`src/sv/stemf_pkg.sv`:
```
// Types and constants shared by the super-twisting EMF observer modules.
package stemf_pkg;

    // Shared multiplier operand and product widths.
    localparam int MUL_A_W = 25;
    localparam int MUL_B_W = 19;
    localparam int PROD_W  = MUL_A_W + MUL_B_W;

    // Square-root unit widths: radicand is |s| << 15, root fits in 15 bits.
    localparam int RAD_W  = 30;
    localparam int ROOT_W = 15;

    // Configuration register indexes.
    localparam logic [2:0] REG_DECAY     = 3'd0;
    localparam logic [2:0] REG_VGAIN     = 3'd1;
    localparam logic [2:0] REG_ROOT_GAIN = 3'd2;
    localparam logic [2:0] REG_INT_GAIN  = 3'd3;
    localparam logic [2:0] REG_INV_BND   = 3'd4;

    // Saturation limit of the sign term and of the switch output.
    localparam logic signed [15:0] SIGN_MAX = 16'sd32767;

    // Sequencer states, one pass per axis.
    typedef enum logic [3:0] {
        ST_IDLE,
        ST_SURF,
        ST_SGN_MUL,
        ST_SGN_WB,
        ST_INT_MUL,
        ST_INT_WB,
        ST_DEC_MUL,
        ST_DEC_WB,
        ST_ROOT_WAIT,
        ST_K1_MUL,
        ST_K1_WB,
        ST_Z_MUL,
        ST_Z_WB,
        ST_VOLT_MUL,
        ST_VOLT_WB,
        ST_OUT
    } t_state;

    // Operand pair selected for the shared multiplier.
    typedef enum logic [2:0] {
        MUL_NONE,
        MUL_SGN,
        MUL_K1,
        MUL_Z,
        MUL_INT,
        MUL_DEC,
        MUL_VOLT
    } t_mul_op;

    typedef struct packed {
        logic signed [MUL_A_W-1:0] a;
        logic signed [MUL_B_W-1:0] b;
    } t_mul_req;

    typedef struct packed {
        logic             start;
        logic [RAD_W-1:0] radicand;
    } t_sqrt_req;

    typedef struct packed {
        logic              busy;
        logic [ROOT_W-1:0] root;
    } t_sqrt_rsp;

endpackage

```
`src/sv/stemf_mul.sv`:
```
// Shared signed multiplier with a registered product.
module stemf_mul
    import stemf_pkg::*;
(
    input  logic                     i_clk,
    input  t_mul_req                 i_req,
    output logic signed [PROD_W-1:0] o_prod
);

    logic signed [PROD_W-1:0] r_prod;

    // One full-width signed product per cycle.
    always_ff @(posedge i_clk) begin
        r_prod <= $signed(i_req.a) * $signed(i_req.b);
    end

    assign o_prod = r_prod;

endmodule

```
`src/sv/stemf_isqrt.sv`:
```
// Iterative floor square root, one result bit per cycle.
module stemf_isqrt
    import stemf_pkg::*;
(
    input  logic      i_clk,
    input  logic      i_rst_n,
    input  t_sqrt_req i_req,
    output t_sqrt_rsp o_rsp
);

    logic             r_busy;
    logic [3:0]       r_step;
    logic [RAD_W-1:0] r_x;
    logic [31:0]      r_res;

    logic [31:0] bit_val;
    logic [31:0] trial;
    logic [31:0] x_ext;
    logic [31:0] x_diff;
    logic        fits;

    // Trial value for this step: bit is 4 to the power of the step count.
    always_comb begin
        bit_val = 32'd1 << {r_step, 1'b0};
        trial   = r_res + bit_val;
        x_ext   = {2'b00, r_x};
        fits    = (x_ext >= trial);
        x_diff  = x_ext - trial;
    end

    // Control: busy from start until the last bit has been decided.
    always_ff @(posedge i_clk) begin
        if (!i_rst_n) begin
            r_busy <= 1'b0;
            r_step <= '0;
        end else if (i_req.start) begin
            r_busy <= 1'b1;
            r_step <= 4'd15;
        end else if (r_busy) begin
            if (r_step == 4'd0) begin
                r_busy <= 1'b0;
            end
            r_step <= r_step - 4'd1;
        end
    end

    // Remainder and partial root.
    always_ff @(posedge i_clk) begin
        if (i_req.start) begin
            r_x   <= i_req.radicand;
            r_res <= '0;
        end else if (r_busy) begin
            if (fits) begin
                r_x   <= x_diff[RAD_W-1:0];
                r_res <= (r_res >> 1) + bit_val;
            end else begin
                r_res <= r_res >> 1;
            end
        end
    end

    assign o_rsp.busy = r_busy;
    assign o_rsp.root = r_res[ROOT_W-1:0];

endmodule

```
`src/sv/super_twisting_emf_observer.sv`:
```
// Super-twisting sliding-mode EMF observer for the alpha and beta axes. An input
// transaction carries measured currents and reference voltages in Q15; the block
// answers with one output transaction holding the switch outputs and the integrator
// readouts of both axes. The axes are handled one after the other by a sequencer
// around one shared 25x19 multiplier and a square-root unit that decides one bit per
// cycle. Each axis waits for the 16-step square root before the multiplier steps that
// depend on it, and the block accepts no new item until both axes are done. A finished
// result waits in the output register while the block already accepts the next item.
// Configuration is written over the APB port; the user must write it only while the
// block is idle, which the block itself does not enforce.
module super_twisting_emf_observer
    import stemf_pkg::*;
(
    input  logic        i_clk,
    input  logic        i_rst_n,
    // Input stream.
    input  logic        i_s_tvalid,
    output logic        o_s_tready,
    input  logic [63:0] i_s_tdata,  // meas_alpha, meas_beta, volt_alpha, volt_beta
    // Output stream.
    output logic        o_m_tvalid,
    input  logic        i_m_tready,
    output logic [63:0] o_m_tdata,  // emf_alpha, emf_beta, integ_alpha, integ_beta
    // Configuration port.
    input  logic        psel,
    input  logic        penable,
    input  logic        pwrite,
    input  logic [4:0]  paddr,
    input  logic [31:0] pwdata,
    output logic [31:0] prdata,
    output logic        pready
);

    // Configuration registers.
    logic signed [15:0] r_decay;
    logic signed [15:0] r_vgain;
    logic [14:0]        r_k1;
    logic signed [15:0] r_k2;
    logic [23:0]        r_ib;

    // Observer state and per-item latches.
    logic signed [15:0] r_est   [2];
    logic signed [30:0] r_integ [2];
    logic signed [15:0] r_meas  [2];
    logic signed [15:0] r_volt  [2];
    logic signed [15:0] r_z     [2];

    // Sequencer and working registers.
    t_state             r_state;
    t_state             n_state;
    logic               r_axis;
    logic signed [16:0] r_s;
    logic signed [15:0] r_sg;
    logic [17:0]        r_term;
    logic signed [30:0] r_integ_nx;
    logic signed [16:0] r_fe;

    // Output register.
    logic        r_m_valid;
    logic [63:0] r_m_data;

    // Control decoded from the state.
    t_mul_op  mul_op;
    logic     out_load;
    logic     cfg_wr;

    // Unit interfaces.
    t_mul_req                 mul_req;
    logic signed [PROD_W-1:0] prod;
    t_sqrt_req                sq_req;
    t_sqrt_rsp                sq_rsp;

    // Datapath intermediates.
    logic signed [15:0] cur_est;
    logic signed [15:0] cur_meas;
    logic signed [15:0] cur_volt;
    logic signed [30:0] cur_integ;
    logic signed [16:0] diff;
    logic signed [16:0] s_calc;
    logic [16:0]        s_abs;
    logic [14:0]        mag;
    logic signed [35:0] sg_scaled;
    logic signed [15:0] sg_calc;
    logic signed [19:0] z_sum;
    logic signed [15:0] z_calc;
    logic signed [32:0] integ_sum;
    logic signed [30:0] integ_calc;
    logic signed [16:0] v_minus_z;
    logic signed [15:0] est_calc;

    // Configuration writes and reads.
    assign cfg_wr = psel && penable && pwrite && pready;
    assign pready = 1'b1;

    always_ff @(posedge i_clk) begin
        if (!i_rst_n) begin
            r_decay <= '0;
            r_vgain <= '0;
            r_k1    <= '0;
            r_k2    <= '0;
            r_ib    <= '0;
        end else if (cfg_wr) begin
            unique case (paddr[4:2])
                REG_DECAY:     r_decay <= pwdata[15:0];
                REG_VGAIN:     r_vgain <= pwdata[15:0];
                REG_ROOT_GAIN: r_k1    <= pwdata[14:0];
                REG_INT_GAIN:  r_k2    <= pwdata[15:0];
                REG_INV_BND:   r_ib    <= pwdata[23:0];
                default:       ;
            endcase
        end
    end

    always_comb begin
        unique case (paddr[4:2])
            REG_DECAY:     prdata = {{16{r_decay[15]}}, r_decay};
            REG_VGAIN:     prdata = {{16{r_vgain[15]}}, r_vgain};
            REG_ROOT_GAIN: prdata = {17'd0, r_k1};
            REG_INT_GAIN:  prdata = {{16{r_k2[15]}}, r_k2};
            REG_INV_BND:   prdata = {8'd0, r_ib};
            default:       prdata = '0;
        endcase
    end

    // Values of the axis in progress.
    always_comb begin
        cur_est   = r_est[r_axis];
        cur_meas  = r_meas[r_axis];
        cur_volt  = r_volt[r_axis];
        cur_integ = r_integ[r_axis];
    end

    // Sliding surface, clamped to plus or minus one per unit.
    always_comb begin
        diff = {cur_est[15], cur_est} - {cur_meas[15], cur_meas};
        if (diff < -17'sd32768) begin
            s_calc = -17'sd32768;
        end else if (diff > 17'sd32768) begin
            s_calc = 17'sd32768;
        end else begin
            s_calc = diff;
        end
    end

    // Magnitude of the surface, capped to 15 bits, feeds the square root.
    always_comb begin
        s_abs = r_s[16] ? (~r_s + 17'sd1) : r_s;
        mag   = (s_abs > 17'd32767) ? 15'd32767 : s_abs[14:0];
    end

    // Sign term: exact sign, or the scaled surface saturated to the sign limit.
    always_comb begin
        sg_scaled = prod[PROD_W-1:8];
        if (r_ib == 24'd0) begin
            if (r_s > 17'sd0) begin
                sg_calc = SIGN_MAX;
            end else if (r_s < 17'sd0) begin
                sg_calc = -SIGN_MAX;
            end else begin
                sg_calc = '0;
            end
        end else if (sg_scaled > 36'sd32767) begin
            sg_calc = SIGN_MAX;
        end else if (sg_scaled < -36'sd32767) begin
            sg_calc = -SIGN_MAX;
        end else begin
            sg_calc = sg_scaled[15:0];
        end
    end

    // Switch output from the root term and the integrator before its update.
    always_comb begin
        z_sum = {prod[33], prod[33:15]} + {{4{cur_integ[30]}}, cur_integ[30:15]};
        if (z_sum > 20'sd32767) begin
            z_calc = SIGN_MAX;
        end else if (z_sum < -20'sd32767) begin
            z_calc = -SIGN_MAX;
        end else begin
            z_calc = z_sum[15:0];
        end
    end

    // Integrator update, saturated so that its Q15 readout fits 16 bits.
    always_comb begin
        integ_sum = {prod[31], prod[31:0]} + {{2{cur_integ[30]}}, cur_integ};
        if (integ_sum > 33'sd1073741823) begin
            integ_calc = 31'sh3fffffff;
        end else if (integ_sum < -33'sd1073741824) begin
            integ_calc = 31'sh40000000;
        end else begin
            integ_calc = integ_sum[30:0];
        end
    end

    // Current model; the new estimate keeps its low 16 bits.
    always_comb begin
        v_minus_z = {cur_volt[15], cur_volt} - {r_z[r_axis][15], r_z[r_axis]};
        est_calc  = r_fe[15:0] + prod[30:15];
    end

    // Multiplier operand selection.
    always_comb begin
        unique case (mul_op)
            MUL_SGN: begin
                mul_req.a = {1'b0, r_ib};
                mul_req.b = {{2{r_s[16]}}, r_s};
            end
            MUL_K1: begin
                mul_req.a = {10'd0, r_k1};
                mul_req.b = {4'd0, sq_rsp.root};
            end
            MUL_Z: begin
                mul_req.a = {{9{r_sg[15]}}, r_sg};
                mul_req.b = {1'b0, r_term};
            end
            MUL_INT: begin
                mul_req.a = {{9{r_k2[15]}}, r_k2};
                mul_req.b = {{3{r_sg[15]}}, r_sg};
            end
            MUL_DEC: begin
                mul_req.a = {{9{r_decay[15]}}, r_decay};
                mul_req.b = {{3{cur_est[15]}}, cur_est};
            end
            MUL_VOLT: begin
                mul_req.a = {{9{r_vgain[15]}}, r_vgain};
                mul_req.b = {{2{v_minus_z[16]}}, v_minus_z};
            end
            default: begin
                mul_req.a = '0;
                mul_req.b = '0;
            end
        endcase
    end

    // Square root starts as soon as the surface is known.
    assign sq_req.start    = (r_state == ST_SGN_MUL);
    assign sq_req.radicand = {mag, 15'd0};

    stemf_mul u_mul (
        .i_clk  (i_clk),
        .i_req  (mul_req),
        .o_prod (prod)
    );

    stemf_isqrt u_isqrt (
        .i_clk   (i_clk),
        .i_rst_n (i_rst_n),
        .i_req   (sq_req),
        .o_rsp   (sq_rsp)
    );

    // Sequencer next state.
    always_comb begin
        n_state = r_state;
        unique case (r_state)
            ST_IDLE:      if (i_s_tvalid) n_state = ST_SURF;
            ST_SURF:      n_state = ST_SGN_MUL;
            ST_SGN_MUL:   n_state = ST_SGN_WB;
            ST_SGN_WB:    n_state = ST_INT_MUL;
            ST_INT_MUL:   n_state = ST_INT_WB;
            ST_INT_WB:    n_state = ST_DEC_MUL;
            ST_DEC_MUL:   n_state = ST_DEC_WB;
            ST_DEC_WB:    n_state = ST_ROOT_WAIT;
            ST_ROOT_WAIT: if (!sq_rsp.busy) n_state = ST_K1_MUL;
            ST_K1_MUL:    n_state = ST_K1_WB;
            ST_K1_WB:     n_state = ST_Z_MUL;
            ST_Z_MUL:     n_state = ST_Z_WB;
            ST_Z_WB:      n_state = ST_VOLT_MUL;
            ST_VOLT_MUL:  n_state = ST_VOLT_WB;
            ST_VOLT_WB:   n_state = r_axis ? ST_OUT : ST_SURF;
            ST_OUT:       if (!r_m_valid || i_m_tready) n_state = ST_IDLE;
            default:      n_state = ST_IDLE;
        endcase
    end

    // Sequencer outputs.
    always_comb begin
        mul_op     = MUL_NONE;
        o_s_tready = 1'b0;
        out_load   = 1'b0;
        unique case (r_state)
            ST_IDLE:     o_s_tready = 1'b1;
            ST_SGN_MUL:  mul_op = MUL_SGN;
            ST_INT_MUL:  mul_op = MUL_INT;
            ST_DEC_MUL:  mul_op = MUL_DEC;
            ST_K1_MUL:   mul_op = MUL_K1;
            ST_Z_MUL:    mul_op = MUL_Z;
            ST_VOLT_MUL: mul_op = MUL_VOLT;
            ST_OUT:      out_load = !r_m_valid || i_m_tready;
            default:     ;
        endcase
    end

    // Control state and observer state.
    always_ff @(posedge i_clk) begin
        if (!i_rst_n) begin
            r_state    <= ST_IDLE;
            r_axis     <= 1'b0;
            r_est[0]   <= '0;
            r_est[1]   <= '0;
            r_integ[0] <= '0;
            r_integ[1] <= '0;
        end else begin
            r_state <= n_state;
            unique case (r_state)
                ST_IDLE:    r_axis <= 1'b0;
                ST_Z_WB:    r_integ[r_axis] <= r_integ_nx;
                ST_VOLT_WB: begin
                    r_est[r_axis] <= est_calc;
                    r_axis        <= 1'b1;
                end
                default:    ;
            endcase
        end
    end

    // Working registers written along the per-axis sequence.
    always_ff @(posedge i_clk) begin
        unique case (r_state)
            ST_IDLE: begin
                if (i_s_tvalid) begin
                    r_meas[0] <= i_s_tdata[15:0];
                    r_meas[1] <= i_s_tdata[31:16];
                    r_volt[0] <= i_s_tdata[47:32];
                    r_volt[1] <= i_s_tdata[63:48];
                end
            end
            ST_SURF:   r_s        <= s_calc;
            ST_SGN_WB: r_sg       <= sg_calc;
            ST_INT_WB: r_integ_nx <= integ_calc;
            ST_DEC_WB: r_fe       <= prod[31:15];
            ST_K1_WB:  r_term     <= prod[29:12];
            ST_Z_WB:   r_z[r_axis] <= z_calc;
            default:   ;
        endcase
    end

    // Output register: holds a finished result until the transaction completes.
    always_ff @(posedge i_clk) begin
        if (!i_rst_n) begin
            r_m_valid <= 1'b0;
        end else if (out_load) begin
            r_m_valid <= 1'b1;
        end else if (i_m_tready) begin
            r_m_valid <= 1'b0;
        end
    end

    always_ff @(posedge i_clk) begin
        if (out_load) begin
            r_m_data <= {r_integ[1][30:15], r_integ[0][30:15], r_z[1], r_z[0]};
        end
    end

    assign o_m_tvalid = r_m_valid;
    assign o_m_tdata  = r_m_data;

endmodule

```
`config.mk`:
```
export PLATFORM = sky130hd
export DESIGN_NAME = super_twisting_emf_observer
export DESIGN_NICKNAME = d
export VERILOG_FILES = /design/src/sv/stemf_pkg.sv /design/src/sv/stemf_mul.sv /design/src/sv/stemf_isqrt.sv /design/src/sv/super_twisting_emf_observer.sv
export SDC_FILE = /design/constraint.sdc
export NUM_CORES = 2
export LEC_CHECK = 0
export ABC_AREA = 1
export ABC_CLOCK_PERIOD_IN_PS = 13600
export BUFFER_PORTS_ARGS = -buffer_cell sky130_fd_sc_hd__buf_4
export CORE_MARGIN = 5
export CORE_UTILIZATION = 50
export DETAILED_ROUTE_END_ITERATION = 12
export GPL_ROUTABILITY_DRIVEN = 0
export HOLD_SLACK_MARGIN = 0.15
export PLACE_DENSITY = 0.77
export SLEW_MARGIN = 40
export SYNTH_ARGS = -nofsm -noshare
export SYNTH_HDL_FRONTEND = slang
export SYNTH_SLANG_ARGS = --single-unit
```
`constraint.sdc`:
```
create_clock -name i_clk -period 13.6 [get_ports i_clk]
set_input_delay 3.4 -clock i_clk [delete_from_list [all_inputs] [get_ports i_clk]]
set_output_delay 3.4 -clock i_clk [all_outputs]
set_load 0.02 [all_outputs]
```
==> flow_summary.json <==
{
  "status": "finished clean",
  "drtAntennaViolNets": 0,
  "synth-edff-count": 367,
  "worstHoldPathCells": 0,
  "crit_slowest_cell": "dfxtp_4",
  "cp.required_ps": 14150,
  "path_class": "reg2reg",
  "fmax_mhz": 91.95,
  "syn_to_final_growth_pct": 9.282,
  "period_needed_ps": 10880,
  "rows": 115,
  "cts_buffers": 60,
  "core-area_mm2": 0.09871,
  "ctsResizeCount": 0,
  "synth_warnings": 0,
  "track_usage_pct": 27.17,
  "worstMarginPinSlew_ps": 849.9,
  "synth_most_common_cell": "nand2_1",
  "slowest_delay_ps": 810,
  "slew_viol_final": 0,
  "async_reset_ff_share_pct": 0,
  "setup_tns_ps": 0,
  "synth_top_area_share_pct": 22.11,
  "netlist_instances": 6105,
  "cp.arrival_ps": 11430,
  "drt-initial-drc-count": 5051,
  "place_hpwl_mm": 113.0,
  "finalSetupViolCount": 0,
  "cp_common_cell": "fa_1",
  "synth_common_cells": "nand2_1 (1472), inv_1 (1052), nor2_1 (600)",
  "postSynthAreaPerCell_um2": 8.163,
  "rsz0062_at_grt": "false",
  "r2r_setup_slack_ps": 2720,
  "clk_path_buf_depth": 3,
  "grt_pass1_vias": 42570,
  "synth_fp_nets": 6967,
  "yosysSeqAreaShare_pct": 29.75,
  "slew-limit-headroom_pct": 43.28,
  "drive_gt1_share_pct": 7.571,
  "skew_ps": 75.50,
  "hold_buffers": 0,
  "dp_slack_ps": 2907,
  "die_area_mm2": 0.1061,
  "cts_tree": "built",
  "p_leak_nw": 26.21,
  "synthDistinctLibCells": 71,
  "min_path_type": "reg2reg",
  "yosys.area.top_type": "edfxtp_1",
  "firstDrtPassIters": 7,
  "vias": 42950,
  "wl_mm": 147.9,
  "fin_nets": 7073,
  "r2r_end": "u_mul.o_prod[29]",
  "numClockSinks": 557,
  "fin_crit_sh_pct": 79.97,
  "routedWlPerCell_um": 19.59,
  "path_max_fanout": 50,
  "grt_max_degree": 65,
  "port-buffer-count": 195,
  "ys.flop_type": "edfxtp_1",
  "die-width_um": 325.7,
  "startpoint_type": "flip-flop",
  "power_density_mw_per_mm2": 105.1,
  "vdd_ir_drop_max_mv": 0.1094,
  "clk_pin_slew_ps": 70,
  "ys_ff_latch": 557,
  "synth_area_mm2": 0.04983,
  "timing.final.ws_setup_ps": 2725,
  "cts_root_buffer": "clkbuf_16",
  "final_hold_viol_count": 0,
  "maxCapViolCount": 0,
  "die_y_um": 325.7,
  "overflow": 0,
  "synth_area_leaders": "edfxtp_1 (22%), fa_1 (19%), nand2_1 (11%)",
  "htreeDepth": 2,
  "post_cts_buffers": 0,
  "worstSkewPairLatency_ps": 680,
  "min_to": "o_m_tdata[28]",
  "antenna_found_initial": 4,
  "detail_route.drc_violations": 0,
  "start_util_pct": 50.49,
  "viasPerCell": 5.689,
  "ff2ff_path_depth": 38,
  "critPathCaptureType": "flip-flop",
  "ios": 207,
  "holdCritStartpoint": "r_z[1][12]",
  "grt_pass1_wl_mm": 231.3
}
-- placed cells by master (no fill, tap or decap), types with 46 or more instances in the layout --
cell type,Yosys,final
a21oi_1,281,281
buf_4,28,234
clkbuf_16,0,63
dfxtp_1,190,189
edfxtp_1,367,367
fa_1,477,476
ha_1,277,277
inv_1,1052,1052
nand2_1,1472,1467
nand3_1,228,228
nand4_1,46,46
nor2_1,600,596
nor3_1,47,46
o21ai_0,284,283
xnor2_1,65,65
xor2_1,121,121
-- power breakdown --
part           switching, W  internal (W)
clock network      0.000716       0.00101
logic               0.00126      0.000623
registers          0.000160       0.00195
-- how the worst max path moves through the flow --
stage	start	to	slack [ps]	cells after the start
4_1_cts	flip-flop	u_mul.o_prod[29]	2900	38
6_report	flip-flop	u_mul.o_prod[29]	2720	38
3_5_place_dp	flip-flop	u_mul.o_prod[29]	2910	38
2_1_floorplan	flip-flop	u_mul.o_prod[41]	5180	36
5_1_grt	flip-flop	u_mul.o_prod[39]	2260	41
3_3_place_gp	flip-flop	u_mul.o_prod[29]	3010	38
-- area by class of cell --
cell class	count	area, um2
Multi-Input combinational cell	4254	29930
Tap cell	1287	1610
Fill cell	8624	44250
Sequential cell	557	14830
Inverter	1099	4130
Timing Repair Buffer	239	1863
Clock inverter	31	441.7
Clock buffer	81	1654
Antenna cell	2	5.005
-- stage by stage --
step	power [W]	instance area [um2]	cells	hold WS [ps]	util, %
finish	0.005723	54460	7550	448.5	55.17
global route	0.006007	54460	7549	459.6	55.17
CTS	0.005679	54430	7547	446.2	55.14
detailed placement	0.003956	52330	7435	432.9	53.02
global placement	0.003921	52230	7431	429.6	52.91
floorplan	0.003478	49830	6105	418.3	-
-- cell families (layout without fill, tap and decap cells) --
kind of cell | count (synthesis) | count (layout) | share of synthesized area (%)
simple gates | 2496 | 2496 | 20.84
flops | 557 | 557 | 29.75
xor+xnor | 187 | 187 | 3.302
mux | 30 | 30 | 0.6026
compound gates | 786 | 786 | 9.054
fa+ha+maj | 754 | 754 | 26.12
other cells | 1 | 3 | 0.007525
buf+inv | 1294 | 1450 | 10.33
-- routing by layer --
layer / global-route usage (%) / share of wire (%) / vias up
met5: 0 / 0 / -
met2: 44.93 / 47 / 2346
li1: - / - / 19510
met1: 33.99 / 37 / 20540
met4: 15.25 / 6.8 / 0
met3: 4.603 / 9.4 / 556
-- sequential cells by signal, indices dropped and copies added, names as in the netlist, 30 cells and up, named ones only --
name and count:
r_volt 32, r_integ 62, u_mul.o_prod 44, u_isqrt.r_x 30, r_meas 32, r_z 32
r_integ_nx 31, u_isqrt.r_res 32, o_m_tdata 64, r_est 32
-- critical path: cells and delay by family (launching register included) --
family / cells / cell delay, ps
buffers and inverters: 8 / 1610
xor gates and xnor gates: 1 / 180
adders and majority gates: 9 / 4440
AOI/OAI and AO/OA: 7 / 1260
and+or+nand+nor: 13 / 2370
DFF: 1 / 810
Note: power is estimated with default switching activity, not from simulation.
